===== config.mk =====
export PLATFORM = sky130hd
export DESIGN_NAME = ansi_escape_sequence_parser_top
export DESIGN_NICKNAME = d
export VERILOG_FILES = /design/src/rtl/core/aesp_pkg.sv /design/src/rtl/core/aesp_ram.sv /design/src/rtl/core/aesp_datapath.sv /design/src/rtl/core/aesp_ctrl.sv /design/src/rtl/core/ansi_escape_sequence_parser_top.sv
export SDC_FILE = /design/constraint.sdc
export NUM_CORES = 1
export LEC_CHECK = 0
export BUFFER_PORTS_ARGS = -buffer_cell sky130_fd_sc_hd__buf_2
export CORE_UTILIZATION = 45
export DETAILED_ROUTE_END_ITERATION = 7
export GPL_TIMING_DRIVEN = 0
export PLACE_DENSITY_LB_ADDON = 0.08
export SETUP_SLACK_MARGIN = 0.3
export SLEW_MARGIN = 30
export SYNTH_ARGS = -nofsm -noshare
export SYNTH_HDL_FRONTEND = slang
export SYNTH_SLANG_ARGS = --single-unit

===== constraint.sdc =====
create_clock -name clk_i -period 4.1 [get_ports clk_i]
set_input_delay 0.41 -clock clk_i [delete_from_list [all_inputs] [get_ports clk_i]]
set_output_delay 0.41 -clock clk_i [all_outputs]
set_load 0.03 [all_outputs]

===== src/rtl/core/aesp_pkg.sv =====
// types, constants and lookup tables of the escape sequence parser
// no dependencies
`timescale 1ns / 1ps

package aesp_pkg;

  localparam int MaxParams  = 16;
  localparam int ParamWidth = 16;
  localparam int IdxW       = (MaxParams > 1) ? $clog2(MaxParams) : 1;
  localparam int CntW       = $clog2(MaxParams + 1);
  localparam int ActW       = 6;

  typedef logic [7:0]            byte_t;
  typedef logic [ActW-1:0]       act_t;
  typedef logic [IdxW-1:0]       idx_t;
  typedef logic [CntW-1:0]       cnt_t;
  typedef logic [ParamWidth-1:0] param_t;

  typedef enum logic [2:0] {
    GRP_GROUND = 3'd0,
    GRP_C0     = 3'd1,
    GRP_ESC    = 3'd2,
    GRP_CSI    = 3'd3,
    GRP_CSI_P  = 3'd4,
    GRP_CSI_F  = 3'd5
  } group_e;

  typedef enum logic [1:0] {
    ST_REJECT  = 2'd0,
    ST_PENDING = 2'd1,
    ST_ACTION  = 2'd2
  } status_e;

  typedef enum logic [1:0] {
    S_IDLE = 2'd0,
    S_EXEC = 2'd1,
    S_EMIT = 2'd2
  } ctrl_state_e;

  localparam byte_t CHR_ESC   = 8'h1B;
  localparam byte_t CHR_SPACE = 8'h20;
  localparam byte_t CHR_DEL   = 8'h7F;
  localparam byte_t CHR_CSI   = 8'h9B;
  localparam byte_t CHR_0     = 8'h30;
  localparam byte_t CHR_9     = 8'h39;
  localparam byte_t CHR_SEMI  = 8'h3B;
  localparam byte_t CHR_LBRK  = 8'h5B;
  localparam byte_t CHR_S     = 8'h73;
  localparam byte_t CHR_U     = 8'h75;

  localparam act_t ACT_CHAR    = 6'd0;
  localparam act_t ACT_NUL     = 6'd1;
  localparam act_t ACT_ENQ     = 6'd6;
  localparam act_t ACT_BEL     = 6'd8;
  localparam act_t ACT_BS      = 6'd9;
  localparam act_t ACT_HT      = 6'd10;
  localparam act_t ACT_LF      = 6'd11;
  localparam act_t ACT_VT      = 6'd12;
  localparam act_t ACT_FF      = 6'd13;
  localparam act_t ACT_CR      = 6'd14;
  localparam act_t ACT_SO      = 6'd15;
  localparam act_t ACT_SI      = 6'd16;
  localparam act_t ACT_DC1     = 6'd18;
  localparam act_t ACT_DC2     = 6'd19;
  localparam act_t ACT_DC3     = 6'd20;
  localparam act_t ACT_IND     = 6'd22;
  localparam act_t ACT_NEL     = 6'd23;
  localparam act_t ACT_HTS     = 6'd24;
  localparam act_t ACT_RI      = 6'd25;
  localparam act_t ACT_SS2     = 6'd26;
  localparam act_t ACT_SS3     = 6'd27;
  localparam act_t ACT_DCS     = 6'd28;
  localparam act_t ACT_SOS     = 6'd29;
  localparam act_t ACT_PM      = 6'd30;
  localparam act_t ACT_APC     = 6'd31;
  localparam act_t ACT_SAVE    = 6'd32;
  localparam act_t ACT_RESTORE = 6'd33;
  localparam act_t ACT_CUU     = 6'd34;
  localparam act_t ACT_CUD     = 6'd35;
  localparam act_t ACT_CUF     = 6'd36;
  localparam act_t ACT_CUB     = 6'd37;
  localparam act_t ACT_CUP     = 6'd38;
  localparam act_t ACT_ED      = 6'd41;
  localparam act_t ACT_EL      = 6'd42;
  localparam act_t ACT_SGR     = 6'd43;
  localparam act_t ACT_DECSTBM = 6'd44;
  localparam act_t ACT_RM      = 6'd46;
  localparam act_t ACT_SM      = 6'd47;

  typedef struct packed {
    logic hit;
    act_t code;
  } act_lookup_t;

  typedef struct packed {
    logic capture;
    logic exec;
    logic load_single;
    logic rd_first;
    logic rd_next;
    logic load_param;
  } dp_cmd_t;

  typedef struct packed {
    logic out_free;
    logic multi;
    logic k_last;
  } dp_status_t;

  function automatic act_lookup_t hit_of(act_t code);
    act_lookup_t r;
    r.hit  = 1'b1;
    r.code = code;
    return r;
  endfunction

  function automatic act_lookup_t c1_lookup(byte_t b);
    act_lookup_t r;
    r = '0;
    unique case (b)
      8'h84:   r = hit_of(ACT_IND);
      8'h85:   r = hit_of(ACT_NEL);
      8'h88:   r = hit_of(ACT_HTS);
      8'h8D:   r = hit_of(ACT_RI);
      8'h8E:   r = hit_of(ACT_SS2);
      8'h8F:   r = hit_of(ACT_SS3);
      8'h90:   r = hit_of(ACT_DCS);
      8'h98:   r = hit_of(ACT_SOS);
      8'h9E:   r = hit_of(ACT_PM);
      8'h9F:   r = hit_of(ACT_APC);
      default: r = '0;
    endcase
    return r;
  endfunction

  function automatic act_lookup_t c0_lookup(byte_t b);
    act_lookup_t r;
    r = '0;
    unique case (b)
      8'h00:   r = hit_of(ACT_NUL);
      8'h05:   r = hit_of(ACT_ENQ);
      8'h07:   r = hit_of(ACT_BEL);
      8'h08:   r = hit_of(ACT_BS);
      8'h09:   r = hit_of(ACT_HT);
      8'h0A:   r = hit_of(ACT_LF);
      8'h0B:   r = hit_of(ACT_VT);
      8'h0C:   r = hit_of(ACT_FF);
      8'h0D:   r = hit_of(ACT_CR);
      8'h0E:   r = hit_of(ACT_SO);
      8'h0F:   r = hit_of(ACT_SI);
      8'h11:   r = hit_of(ACT_DC1);
      8'h12:   r = hit_of(ACT_DC2);
      8'h13:   r = hit_of(ACT_DC3);
      default: r = '0;
    endcase
    return r;
  endfunction

  function automatic act_lookup_t esc_lookup(byte_t b);
    act_lookup_t r;
    r = '0;
    unique case (b)
      8'h44:   r = hit_of(ACT_IND);
      8'h45:   r = hit_of(ACT_NEL);
      8'h48:   r = hit_of(ACT_HTS);
      8'h4D:   r = hit_of(ACT_RI);
      8'h4E:   r = hit_of(ACT_SS2);
      8'h4F:   r = hit_of(ACT_SS3);
      8'h50:   r = hit_of(ACT_DCS);
      8'h58:   r = hit_of(ACT_SOS);
      8'h5E:   r = hit_of(ACT_PM);
      8'h5F:   r = hit_of(ACT_APC);
      8'h37:   r = hit_of(ACT_SAVE);
      8'h38:   r = hit_of(ACT_RESTORE);
      default: r = '0;
    endcase
    return r;
  endfunction

  function automatic act_lookup_t final_lookup(byte_t b);
    act_lookup_t r;
    r = '0;
    unique case (b)
      8'h41:   r = hit_of(ACT_CUU);
      8'h42:   r = hit_of(ACT_CUD);
      8'h43:   r = hit_of(ACT_CUF);
      8'h44:   r = hit_of(ACT_CUB);
      8'h48:   r = hit_of(ACT_CUP);
      8'h66:   r = hit_of(ACT_CUP);
      8'h4A:   r = hit_of(ACT_ED);
      8'h4B:   r = hit_of(ACT_EL);
      8'h6D:   r = hit_of(ACT_SGR);
      8'h72:   r = hit_of(ACT_DECSTBM);
      8'h6C:   r = hit_of(ACT_RM);
      8'h68:   r = hit_of(ACT_SM);
      default: r = '0;
    endcase
    return r;
  endfunction

endpackage


===== src/rtl/core/aesp_ram.sv =====
// generic single-write, single-read ram with registered read data
// no dependencies
`timescale 1ns / 1ps

module aesp_ram #(
  parameter int Width = 16,
  parameter int Depth = 16
) (
  input  logic                                             clk_i,
  input  logic                                             we_i,
  input  logic [((Depth > 1) ? $clog2(Depth) : 1)-1:0]     waddr_i,
  input  logic [Width-1:0]                                 wdata_i,
  input  logic                                             re_i,
  input  logic [((Depth > 1) ? $clog2(Depth) : 1)-1:0]     raddr_i,
  output logic [Width-1:0]                                 rdata_o
);

  logic [Width-1:0] mem_q [Depth];
  logic [Width-1:0] rdata_q;

  always_ff @(posedge clk_i) begin
    if (we_i) begin
      mem_q[waddr_i] <= wdata_i;
    end
    if (re_i) begin
      rdata_q <= mem_q[raddr_i];
    end
  end

  assign rdata_o = rdata_q;

endmodule


===== src/rtl/core/aesp_datapath.sv =====
// parser datapath: group, parameter collection, parameter ram, result register
// depends on aesp_pkg and aesp_ram
`timescale 1ns / 1ps

module aesp_datapath (
  input  logic                clk_i,
  input  logic                rst_ni,
  input  aesp_pkg::byte_t     in_byte_i,
  input  logic                out_ready_i,
  input  aesp_pkg::dp_cmd_t   cmd_i,
  output aesp_pkg::dp_status_t stat_o,
  output logic                out_valid_o,
  output logic [1:0]          status_o,
  output aesp_pkg::act_t      action_o,
  output aesp_pkg::idx_t      param_index_o,
  output aesp_pkg::param_t    param_value_o,
  output aesp_pkg::cnt_t      param_count_o,
  output logic                last_o
);
  import aesp_pkg::*;

  localparam int WideW = ParamWidth + 4;

  byte_t   byte_q;
  group_e  group_q, group_d;
  cnt_t    count_q, count_d;
  logic    ovf_q, ovf_d;
  param_t  acc_q, acc_d;
  act_t    act_q;
  idx_t    k_q;

  cnt_t    eff_cnt;
  logic    eff_ovf;
  status_e res_status;
  act_t    res_act;
  group_e  next_grp;
  logic    digit_op, semi_op, is_digit, is_char;
  logic    we;
  idx_t    waddr;
  param_t  wdata;
  logic    [WideW-1:0] wide;
  param_t  acc_sat;
  logic    [3:0] dval;
  act_lookup_t c0_l, c1_l, esc_l, fin_l;
  logic    re;
  idx_t    raddr;
  param_t  rdata;

  logic    out_valid_q;
  status_e out_status_q;
  act_t    out_act_q;
  idx_t    out_idx_q;
  param_t  out_val_q;
  cnt_t    out_cnt_q;
  logic    out_last_q;

  always_comb begin
    c0_l     = c0_lookup(byte_q);
    c1_l     = c1_lookup(byte_q);
    esc_l    = esc_lookup(byte_q);
    fin_l    = final_lookup(byte_q);
    is_digit = (byte_q >= CHR_0) && (byte_q <= CHR_9);
    is_char  = (byte_q >= CHR_SPACE) && (byte_q != CHR_DEL);
    dval     = 4'(byte_q - CHR_0);
    eff_cnt  = (group_q == GRP_GROUND) ? '0 : count_q;
    eff_ovf  = (group_q == GRP_GROUND) ? 1'b0 : ovf_q;
    wide     = ({4'd0, acc_q} << 3) + ({4'd0, acc_q} << 1) + WideW'(dval);
    acc_sat  = (wide[WideW-1:ParamWidth] != '0) ? '1 : wide[ParamWidth-1:0];
  end

  // group decode
  always_comb begin
    res_status = ST_REJECT;
    res_act    = ACT_CHAR;
    next_grp   = GRP_GROUND;
    digit_op   = 1'b0;
    semi_op    = 1'b0;
    unique case (group_q)
      GRP_GROUND: begin
        if (byte_q < CHR_SPACE) begin
          if (byte_q == CHR_ESC) begin
            res_status = ST_PENDING;
            next_grp   = GRP_ESC;
          end else if (c0_l.hit) begin
            res_status = ST_ACTION;
            res_act    = c0_l.code;
          end
        end else if (c1_l.hit) begin
          res_status = ST_ACTION;
          res_act    = c1_l.code;
        end else if (byte_q == CHR_CSI) begin
          res_status = ST_PENDING;
          next_grp   = GRP_CSI;
        end else if (is_char) begin
          res_status = ST_ACTION;
          res_act    = ACT_CHAR;
        end
      end
      GRP_C0: begin
        if (byte_q == CHR_ESC) begin
          res_status = ST_PENDING;
          next_grp   = GRP_ESC;
        end else if (c0_l.hit) begin
          res_status = ST_ACTION;
          res_act    = c0_l.code;
        end
      end
      GRP_ESC: begin
        if (byte_q == CHR_LBRK) begin
          res_status = ST_PENDING;
          next_grp   = GRP_CSI;
        end else if (esc_l.hit) begin
          res_status = ST_ACTION;
          res_act    = esc_l.code;
        end
      end
      GRP_CSI: begin
        if (byte_q == CHR_S) begin
          res_status = ST_ACTION;
          res_act    = ACT_SAVE;
        end else if (byte_q == CHR_U) begin
          res_status = ST_ACTION;
          res_act    = ACT_RESTORE;
        end else if (is_digit) begin
          digit_op = 1'b1;
        end
      end
      GRP_CSI_P: begin
        if (is_digit) begin
          digit_op = 1'b1;
        end else if (byte_q == CHR_SEMI) begin
          semi_op = 1'b1;
        end else if (is_char && fin_l.hit) begin
          res_status = ST_ACTION;
          res_act    = fin_l.code;
        end
      end
      GRP_CSI_F: begin
        if (fin_l.hit) begin
          res_status = ST_ACTION;
          res_act    = fin_l.code;
        end
      end
      default: begin
        res_status = ST_REJECT;
      end
    endcase
    if (digit_op || semi_op) begin
      res_status = ST_PENDING;
      next_grp   = GRP_CSI_P;
    end
  end

  // parameter collection
  always_comb begin
    count_d = eff_cnt;
    ovf_d   = eff_ovf;
    acc_d   = acc_q;
    we      = 1'b0;
    waddr   = '0;
    wdata   = '0;
    group_d = (res_status == ST_PENDING) ? next_grp : GRP_GROUND;
    if (res_status == ST_REJECT) begin
      count_d = '0;
      ovf_d   = 1'b0;
    end else if (digit_op && !eff_ovf) begin
      we = 1'b1;
      if (eff_cnt == '0) begin
        count_d = CntW'(1);
        acc_d   = ParamWidth'(dval);
        wdata   = ParamWidth'(dval);
      end else begin
        waddr   = idx_t'(eff_cnt - CntW'(1));
        acc_d   = acc_sat;
        wdata   = acc_sat;
      end
    end else if (semi_op && !eff_ovf) begin
      if (eff_cnt < CntW'(MaxParams)) begin
        we      = 1'b1;
        waddr   = eff_cnt[IdxW-1:0];
        count_d = eff_cnt + CntW'(1);
        acc_d   = '0;
      end else begin
        ovf_d = 1'b1;
      end
    end
  end

  always_ff @(posedge clk_i or negedge rst_ni) begin
    if (!rst_ni) begin
      group_q <= GRP_GROUND;
      count_q <= '0;
      ovf_q   <= 1'b0;
    end else if (cmd_i.exec) begin
      group_q <= group_d;
      count_q <= count_d;
      ovf_q   <= ovf_d;
    end
  end

  always_ff @(posedge clk_i) begin
    if (cmd_i.capture) begin
      byte_q <= in_byte_i;
    end
    if (cmd_i.exec) begin
      acc_q <= acc_d;
      act_q <= res_act;
    end
    if (cmd_i.rd_first) begin
      k_q <= '0;
    end else if (cmd_i.rd_next) begin
      k_q <= k_q + idx_t'(1);
    end
  end

  assign re    = cmd_i.rd_first || cmd_i.rd_next;
  assign raddr = cmd_i.rd_first ? '0 : k_q + idx_t'(1);

  aesp_ram #(
    .Width (ParamWidth),
    .Depth (MaxParams)
  ) u_param_ram (
    .clk_i   (clk_i),
    .we_i    (we && cmd_i.exec),
    .waddr_i (waddr),
    .wdata_i (wdata),
    .re_i    (re),
    .raddr_i (raddr),
    .rdata_o (rdata)
  );

  // result register
  always_ff @(posedge clk_i or negedge rst_ni) begin
    if (!rst_ni) begin
      out_valid_q <= 1'b0;
    end else if (cmd_i.load_single || cmd_i.load_param) begin
      out_valid_q <= 1'b1;
    end else if (out_ready_i) begin
      out_valid_q <= 1'b0;
    end
  end

  always_ff @(posedge clk_i) begin
    if (cmd_i.load_single) begin
      out_status_q <= res_status;
      out_act_q    <= (res_status == ST_ACTION) ? res_act : ACT_CHAR;
      out_idx_q    <= '0;
      out_val_q    <= '0;
      out_cnt_q    <= '0;
      out_last_q   <= 1'b1;
    end else if (cmd_i.load_param) begin
      out_status_q <= ST_ACTION;
      out_act_q    <= act_q;
      out_idx_q    <= k_q;
      out_val_q    <= rdata;
      out_cnt_q    <= count_q;
      out_last_q   <= stat_o.k_last;
    end
  end

  assign stat_o.out_free = !out_valid_q || out_ready_i;
  assign stat_o.multi    = (res_status == ST_ACTION) && (eff_cnt != '0);
  assign stat_o.k_last   = (CntW'(k_q) + CntW'(1)) == count_q;

  assign out_valid_o   = out_valid_q;
  assign status_o      = out_status_q;
  assign action_o      = out_act_q;
  assign param_index_o = out_idx_q;
  assign param_value_o = out_val_q;
  assign param_count_o = out_cnt_q;
  assign last_o        = out_last_q;

endmodule


===== src/rtl/core/aesp_ctrl.sv =====
// parser controller: request capture, decode step and parameter emission
// depends on aesp_pkg
`timescale 1ns / 1ps

module aesp_ctrl (
  input  logic                 clk_i,
  input  logic                 rst_ni,
  input  logic                 in_valid_i,
  output logic                 in_ready_o,
  input  aesp_pkg::dp_status_t stat_i,
  output aesp_pkg::dp_cmd_t    cmd_o
);
  import aesp_pkg::*;

  ctrl_state_e state_q, state_d;

  always_ff @(posedge clk_i or negedge rst_ni) begin
    if (!rst_ni) begin
      state_q <= S_IDLE;
    end else begin
      state_q <= state_d;
    end
  end

  always_comb begin
    state_d = state_q;
    unique case (state_q)
      S_IDLE: begin
        if (in_valid_i) begin
          state_d = S_EXEC;
        end
      end
      S_EXEC: begin
        if (stat_i.out_free) begin
          state_d = stat_i.multi ? S_EMIT : S_IDLE;
        end
      end
      S_EMIT: begin
        if (stat_i.out_free && stat_i.k_last) begin
          state_d = S_IDLE;
        end
      end
      default: state_d = S_IDLE;
    endcase
  end

  always_comb begin
    cmd_o      = '0;
    in_ready_o = 1'b0;
    unique case (state_q)
      S_IDLE: begin
        in_ready_o    = 1'b1;
        cmd_o.capture = in_valid_i;
      end
      S_EXEC: begin
        if (stat_i.out_free) begin
          cmd_o.exec        = 1'b1;
          cmd_o.rd_first    = stat_i.multi;
          cmd_o.load_single = !stat_i.multi;
        end
      end
      S_EMIT: begin
        if (stat_i.out_free) begin
          cmd_o.load_param = 1'b1;
          cmd_o.rd_next    = !stat_i.k_last;
        end
      end
      default: begin
        cmd_o = '0;
      end
    endcase
  end

endmodule


===== src/rtl/core/ansi_escape_sequence_parser_top.sv =====
// top level of the terminal escape sequence parser
// depends on aesp_pkg, aesp_ctrl, aesp_datapath
//
//   channel  dir  handshake                 payload
//   in       in   in_valid_i / in_ready_o   in_byte_i
//   out      out  out_valid_o / out_ready_i status, action, param_index,
//                                           param_value, param_count, last
//
// a byte is first captured, then decoded with the state update in one step
// a csi final with n parameters gives n results, one ram read each
// the result register lets the next byte be captured while a result waits
// a full result register stalls the decode step and the emission
// reset returns to the ground group with no parameters held
`timescale 1ns / 1ps

module ansi_escape_sequence_parser_top (
  input  logic             clk_i,
  input  logic             rst_ni,
  input  logic             in_valid_i,
  output logic             in_ready_o,
  input  logic [7:0]       in_byte_i,
  output logic             out_valid_o,
  input  logic             out_ready_i,
  output logic [1:0]       status_o,
  output aesp_pkg::act_t   action_o,
  output aesp_pkg::idx_t   param_index_o,
  output aesp_pkg::param_t param_value_o,
  output aesp_pkg::cnt_t   param_count_o,
  output logic             last_o
);
  import aesp_pkg::*;

  dp_cmd_t    cmd;
  dp_status_t stat;

  aesp_ctrl u_ctrl (
    .clk_i      (clk_i),
    .rst_ni     (rst_ni),
    .in_valid_i (in_valid_i),
    .in_ready_o (in_ready_o),
    .stat_i     (stat),
    .cmd_o      (cmd)
  );

  aesp_datapath u_dp (
    .clk_i         (clk_i),
    .rst_ni        (rst_ni),
    .in_byte_i     (in_byte_i),
    .out_ready_i   (out_ready_i),
    .cmd_i         (cmd),
    .stat_o        (stat),
    .out_valid_o   (out_valid_o),
    .status_o      (status_o),
    .action_o      (action_o),
    .param_index_o (param_index_o),
    .param_value_o (param_value_o),
    .param_count_o (param_count_o),
    .last_o        (last_o)
  );

endmodule


==> results of run 1 <==
-- area by class of cell --
type / instances / share of cell area
Inverter: 22 / 0.00419
Clock inverter: 20 / 0.00546
Timing Repair Buffer: 104 / 0.0539
Clock buffer: 48 / 0.0544
Tap cell: 461 / 0.0292
Multi-Input combinational cell: 813 / 0.310
Sequential cell: 358 / 0.524
Buffer: 72 / 0.0190
-- cell families after synthesis --
family,share of synthesized area
AOI/OAI and AO/OA,0.142
xor gates and xnor gates,0.0134
adders and majority gates,0.0331
buffers and inverters,0.0263
DFF,0.633
muxes,0.0581
and+or+nand+nor,0.0938
-- cells in the final DEF (no fill, tap or decap), drive strengths merged, types with 12 or more instances in the layout --
master	Yosys	final
a21oi	106	106
a221o	19	19
a221oi	18	18
buf	34	137
clkbuf	38	86
clkinv	1	20
dfrtp	12	12
dfxtp	36	36
edfxtp	310	310
ha	40	40
inv	21	22
mux2	30	30
mux2i	61	61
nand2	113	113
nand3	30	30
nor2	71	71
nor3	27	27
o21ai	64	64
o22ai	22	22
xnor2	19	19
-- worst reg2reg max path, stage by stage, from the launching register on --
cell	delay (ps)
dfrtp_1	370
nor2b_1	190
or3b_2	500
clkbuf_1	240
clkbuf_1	400
nor2_1	290
o21a_4	340
and2_1	240
nand2_1	260
nor3_4	220
buf_6	210
buf_8	180
-- what timing repair did --
item	CTS	global route
pin swaps	25	10
gates cloned	0	0
resized for setup	42	40
hold buffers	1	0
endpoints found under the hold margin	12	0
setup buffers	33	9
endpoints found under the setup margin	538	568
-- worst min path at each step --
stage	start	endpoint	slack [ps]	cells after the start
floorplan	rst_ni	u_ctrl.state_q[0]	110	0
global placement	rst_ni	u_dp.out_valid_o	310	1
detailed placement	rst_ni	u_dp.out_valid_o	320	1
CTS	in_byte_i[5]	u_dp.byte_q[5]	20	1
global route	in_byte_i[5]	u_dp.byte_q[5]	20	1
finish	in_byte_i[5]	u_dp.byte_q[5]	40	1
-- power groups by stage --
stage               Clock (mW)  Combinational [mW]  Sequential [mW]
detailed placement           0                2.03             4.12
global placement             0                2.03             4.12
finish                    3.25                2.20             4.04
floorplan                    0                1.35             4.13
global route              3.44                2.34             4.04
CTS                       3.32                2.12             4.04
-- state kept, by name, summed over array words and instances, names as in the netlist, 3 cells and up, named ones only --
register,flops
u_dp.acc_q,16
u_dp.act_q,6
u_dp.action_o,6
u_dp.byte_q,8
u_dp.count_q,5
u_dp.group_q,3
u_dp.k_q,4
u_dp.param_count_o,5
u_dp.param_index_o,4
u_dp.param_value_o,16
u_dp.u_param_ram.mem_q,256
u_dp.u_param_ram.rdata_o,16
-- routing by layer --
metal / vias to the layer above / GRT usage
met5: - / 0
met4: 0 / 0.0851
met3: 72 / 0.0420
met2: 366 / 0.368
met1: 5517 / 0.337
li1: 5185 / -
-- per-stage QoR --
stage                     cells  instance area, um^2  utilization  hold WS [ps]
after CTS                  1889                19500        0.546          20.0
after global placement     1773                17200        0.481           313
after floorplan            1265                16300            -           114
after global routing       1898                19700        0.553          24.8
final                      1898                19700        0.553          44.9
after detailed placement   1787                17500        0.492           317
==> impl_metrics.env, run 1 <==
export IMPL_n_antenna_cell=0
export IMPL_syn_to_final_growth_pct=20.8
export IMPL_drt_initial_drc_count=1075
export IMPL_crit_buf_inv=4
export IMPL_fmax_mhz=268
export IMPL_grt_pass1_vias=10900
export IMPL_dieHeight_um=192
export IMPL_avgSynthCellArea_um2=12.9
export IMPL_timing_rr_start="u_dp.out_valid_o"
export IMPL_drive_gt1_frac=0.219
export IMPL_insertion_delay_ps=540
export IMPL_yosys_warnings=0
export IMPL_antenna_left=0
export IMPL_cp_top_family="simple AND/OR/NAND/NOR gates"
export IMPL_comb_power_share=0.232
export IMPL_wirelength_mm=43.4
export IMPL_area_sequential_mm2=0.0103
export IMPL_grt_first_pass_wirelength_mm=65.0
export IMPL_path_max_fanout=18
export IMPL_synth_cell_type_count=89
export IMPL_critPathArrivalTime_ps=3990
export IMPL_cp_required_ps=4350
export IMPL_power_density_mw_per_mm2=481
export IMPL_dp_hpwl_mm=29.5
export IMPL_nets=1464
export IMPL_wire_per_inst_um=22.9
export IMPL_drv_cap=0
export IMPL_placementRows=69
export IMPL_synth_common_cells="edfxtp_1 (310), nand2_1 (113), a21oi_1 (103)"
export IMPL_fin_skew_ps=13.6
export IMPL_p_total_mw=9.49
export IMPL_ios=48
export IMPL_via_per_inst=5.87
export IMPL_top_layer_used="met4"
export IMPL_cp_startpoint="u_dp.out_valid_o"
export IMPL_p_seq_frac=0.426
export IMPL_layout_setup_ws_ps=363
export IMPL_violations="DRC"
export IMPL_ys_top_cells_by_area="edfxtp_1 (57%), dfxtp_1 (4.4%), mux2i_1 (3.7%)"
export IMPL_tns_ps=0
export IMPL_cp_start_kind="flop"
export IMPL_drc=20
export IMPL_synth_edf_count=310
export IMPL_h_tree_depth=2
export IMPL_worstMarginPinSlew_ps=954
export IMPL_hp_class="in -> reg"
export IMPL_grt_max_degree=19
export IMPL_vias=11100
export IMPL_critical_path_cell_count=11
export IMPL_p_sw_mw=2.86
export IMPL_maxSlewHeadroom=0.363
export IMPL_yosysTopAreaCell="edfxtp_1"
export IMPL_rr_worst_depth=11
export IMPL_critPathMostFrequentCell="clkbuf_1"
export IMPL_slowest_delay_ps=500
export IMPL_cp_endpoint="u_dp.u_param_ram.mem_q[5][0]"
export IMPL_syn_nets=1319
export IMPL_critPathCaptureType="flop"
export IMPL_drv_slew=0
export IMPL_reg2reg_to="u_dp.u_param_ram.mem_q[5][0]"
export IMPL_path_class="reg -> reg"
export IMPL_met2WireLength_mm=19.5
export IMPL_status="finished, violations left"
export IMPL_clock_path_buffers=3
export IMPL_multiInputGateArea_mm2=0.00611
export IMPL_path_cells="nor2b_1 -> or3b_2 -> clkbuf_1 -> clkbuf_1 -> nor2_1 -> o21a_4 -> and2_1 -> nand2_1 -> nor3_4 -> buf_6 -> buf_8"
export IMPL_syn_inst=1265
export IMPL_first_pass_iters=8
export IMPL_rsz0062_at_grt="true"
export IMPL_cts_buffers=39
export IMPL_clkTransAtPathRegs_ps=60
export IMPL_grt_util_all_layers=0.239
export IMPL_place_gp_congestion=0.898
export IMPL_netlist_area_mm2=0.0163
export IMPL_cts_sinks=358
export IMPL_max_vdd_ir_drop_v=0.000368
export IMPL_p_leak_nw=7.55
export IMPL_synth_top_area_frac=0.570
export IMPL_start_util=0.458
export IMPL_antenna_found_initial=0
export IMPL_portBuffers=47
export IMPL_wl_met1_mm=19.9
export IMPL_ys_async_sr_fraction=0.0335
export IMPL_ys_seq_area_frac=0.633
export IMPL_chipWidth_um=192
export IMPL_die_area_mm2=0.0370
export IMPL_dp_slack_ps=-491
export IMPL_cts_tree="done"
export IMPL_crit_slowest_cell="or3b_2"
export IMPL_grt_overflow_total=0
export IMPL_fin_crit_ps=3740
export IMPL_min_period_over_period=0.912
export IMPL_final_setup_viol_count=0
export IMPL_p_sw_frac=0.301
export IMPL_finalHoldViolations=0
export IMPL_clockRootBuffer="clkbuf_16"
export IMPL_p_clk_frac=0.343
export IMPL_coreArea_mm2=0.0357
export IMPL_synth_most_common_cell="edfxtp_1"
export IMPL_ys_flop_type="edfxtp_1"
export IMPL_rrSetupSlack_ps=360
export IMPL_ys_seq_elements=358
export IMPL_wl_met3_mm=2.79
export IMPL_nFillCells=3012
export IMPL_internal_power_mw=6.63
(Power assumes the default switching activity.)
==> run 2: changes to the inputs <==
--- a/config.mk
+++ b/config.mk
@@ -5,7 +5,7 @@
 export SDC_FILE = /design/constraint.sdc
 export NUM_CORES = 1
 export LEC_CHECK = 0
-export BUFFER_PORTS_ARGS = -buffer_cell sky130_fd_sc_hd__buf_2
+export BUFFER_PORTS_ARGS = -buffer_cell sky130_fd_sc_hd__clkbuf_2
 export CORE_UTILIZATION = 45
 export DETAILED_ROUTE_END_ITERATION = 7
 export GPL_TIMING_DRIVEN = 0
==> run 2 against run 1 <==
  * The run still ends with DRC left
  * Clock-buffer cell count is 8 higher
  * Die area unchanged
  * Wire length grew 1.1%
  * Total power increased by 1.8%
  * Largest cell class unchanged
  * Largest power group unchanged
==> impl_metrics.env, run 2 (synthesis gave the netlist of run 1 again) <==
export IMPL_place_gp_congestion=0.900
export IMPL_antenna_left=0
export IMPL_grt_pass1_vias=10800
export IMPL_start_util=0.458
export IMPL_rsz0062_at_grt="true"
export IMPL_post_place_cells=1787
export IMPL_rr_worst_depth=13
export IMPL_first_pass_iters=8
export IMPL_utilization=0.557
export IMPL_critPathArrivalTime_ps=4010
export IMPL_drv_cap=0
export IMPL_nets=1477
export IMPL_antenna_found_initial=2
export IMPL_grt_max_degree=19
export IMPL_fin_crit_ps=3680
export IMPL_critPathCaptureType="flop"
export IMPL_reg2reg_to="u_dp.u_param_ram.rdata_o[10]"
export IMPL_final_cell_mix="edfxtp_1 (310), nand2_1 (110), a21oi_1 (89)"
export IMPL_status="finished, violations left"
export IMPL_grt_overflow_total=0
export IMPL_wl_met3_mm=3.04
export IMPL_path_max_fanout=10
export IMPL_path_cells="buf_2 -> or4b_1 -> a21oi_1 -> o21ai_1 -> a21oi_4 -> a31o_1 -> buf_6 -> nor2_1 -> buf_2 -> clkbuf_4 -> o2bb2ai_1 -> o22ai_1 -> nor3_2"
export IMPL_cp_startpoint="u_dp.byte_q[2]"
export IMPL_top_layer_used="met5"
export IMPL_chipWidth_um=192
export IMPL_cts_sinks=358
export IMPL_coreArea_mm2=0.0357
export IMPL_drive_gt1_frac=0.217
export IMPL_p_sw_mw=2.93
export IMPL_hp_class="in -> reg"
export IMPL_clockRootBuffer="clkbuf_16"
export IMPL_via_per_inst=5.85
export IMPL_cp_start_kind="flop"
export IMPL_power_density_mw_per_mm2=486
export IMPL_insertion_delay_ps=580
export IMPL_cts_buffers=40
export IMPL_cp_required_ps=4430
export IMPL_p_total_mw=9.67
export IMPL_layout_setup_ws_ps=418
export IMPL_crit_slowest_cell="or4b_1"
export IMPL_placed_cell_area_mm2=0.0176
export IMPL_comb_power_share=0.228
export IMPL_dieHeight_um=192
export IMPL_portBuffers=47
export IMPL_rrSetupSlack_ps=420
export IMPL_met2WireLength_mm=19.7
export IMPL_wl_met1_mm=19.8
export IMPL_grt_first_pass_wirelength_mm=65.2
export IMPL_worstMarginPinSlew_ps=899
export IMPL_nFillCells=2889
export IMPL_final_cells=1911
export IMPL_dp_hpwl_mm=29.5
export IMPL_syn_to_final_growth_pct=21.7
export IMPL_die_area_mm2=0.0370
export IMPL_ios=48
export IMPL_drv_slew=0
export IMPL_wirelength_mm=43.9
export IMPL_drc=20
export IMPL_critPathMostFrequentCell="buf_2"
export IMPL_timing_rr_start="u_dp.byte_q[2]"
export IMPL_cp_endpoint="u_dp.u_param_ram.rdata_o[10]"
export IMPL_largest_reg_flops=256
export IMPL_max_vdd_ir_drop_v=0.000429
export IMPL_wire_per_inst_um=22.9
export IMPL_p_sw_frac=0.303
export IMPL_p_seq_frac=0.418
export IMPL_fmax_mhz=272
export IMPL_violations="DRC"
export IMPL_slowest_delay_ps=470
export IMPL_clock_path_buffers=3
export IMPL_drt_initial_drc_count=1091
export IMPL_final_common_cell="edfxtp_1"
export IMPL_maxSlewHeadroom=0.399
export IMPL_grt_util_all_layers=0.241
export IMPL_placementRows=69
export IMPL_p_clk_frac=0.353
export IMPL_internal_power_mw=6.73
export IMPL_h_tree_depth=2
export IMPL_dp_slack_ps=-374
export IMPL_final_setup_viol_count=0
export IMPL_vias=11200
export IMPL_p_leak_nw=7.60
export IMPL_cts_tree="done"
export IMPL_timing_hold_ws_ps=31.3
export IMPL_clkTransAtPathRegs_ps=60
export IMPL_fin_skew_ps=18.7
export IMPL_n_antenna_cell=0
export IMPL_finalHoldViolations=0
export IMPL_final_area_mm2=0.0199
export IMPL_tns_ps=0
export IMPL_path_class="reg -> reg"
export IMPL_regMostFlops="u_dp.u_param_ram.mem_q"
export IMPL_hold_path_depth=1
export IMPL_min_period_over_period=0.898
-- run 2: cell types whose count changed in the layout (fill, tap and decap cells not counted), sizes merged --
cell	previous run	this run
bufinv	0	2
clkinv	20	7
clkdlybuf4s15	0	1
buf	137	99
inv	22	26
clkbuf	86	140
dlygate4sd3	1	4
-- run 2: per-layer routing --
layer,global-route usage,vias to the layer above
met3,0.0476,91
met2,0.371,389
met1,0.338,5487
met5,0,-
li1,-,5213
met4,0.0851,2
-- run 2: how the worst min path moves through the flow --
stage          slack, ps                 to         start
2_1_floorplan        110  u_ctrl.state_q[0]        rst_ni
3_3_place_gp         320   u_dp.out_valid_o        rst_ni
3_5_place_dp         320   u_dp.out_valid_o        rst_ni
4_1_cts                6     u_dp.byte_q[0]  in_byte_i[0]
5_1_grt               30     u_dp.byte_q[0]  in_byte_i[0]
6_report              30     u_dp.byte_q[0]  in_byte_i[0]
-- run 2: power groups by stage --
stage / Combinational, mW / Sequential [mW] / Clock, mW
final: 2.21 / 4.04 / 3.42
after CTS: 2.14 / 4.04 / 3.48
after detailed placement: 2.03 / 4.12 / 0
after floorplan: 1.35 / 4.13 / 0
after global placement: 2.02 / 4.12 / 0
after global routing: 2.36 / 4.05 / 3.61
-- run 2: what timing repair did --
item / CTS / global route
hold endpoints to repair: 15 / 0
hold buffers: 4 / 0
endpoints found under the setup margin: 536 / 560
setup buffers: 44 / 6
pin swaps: 29 / 7
gates resized for setup: 39 / 43
-- run 2: final cells by class --
cell class,instances,area [um^2],area share
Tap cell,461,577,0.0290
Multi-Input combinational cell,813,6080,0.306
Timing Repair Buffer,116,1210,0.0608
Sequential cell,358,10300,0.520
Clock inverter,13,153,0.00768
Clock buffer,56,1060,0.0534
Buffer,72,382,0.0192
Inverter,22,82.6,0.00416
-- run 2: critical path: cells and delay by family, from the launching register on --
kind / cells / cell delay (ps)
buffers and inverters: 4 / 900
AOI/OAI and AO/OA: 6 / 1180
and+or+nand+nor: 3 / 940
DFF: 1 / 410
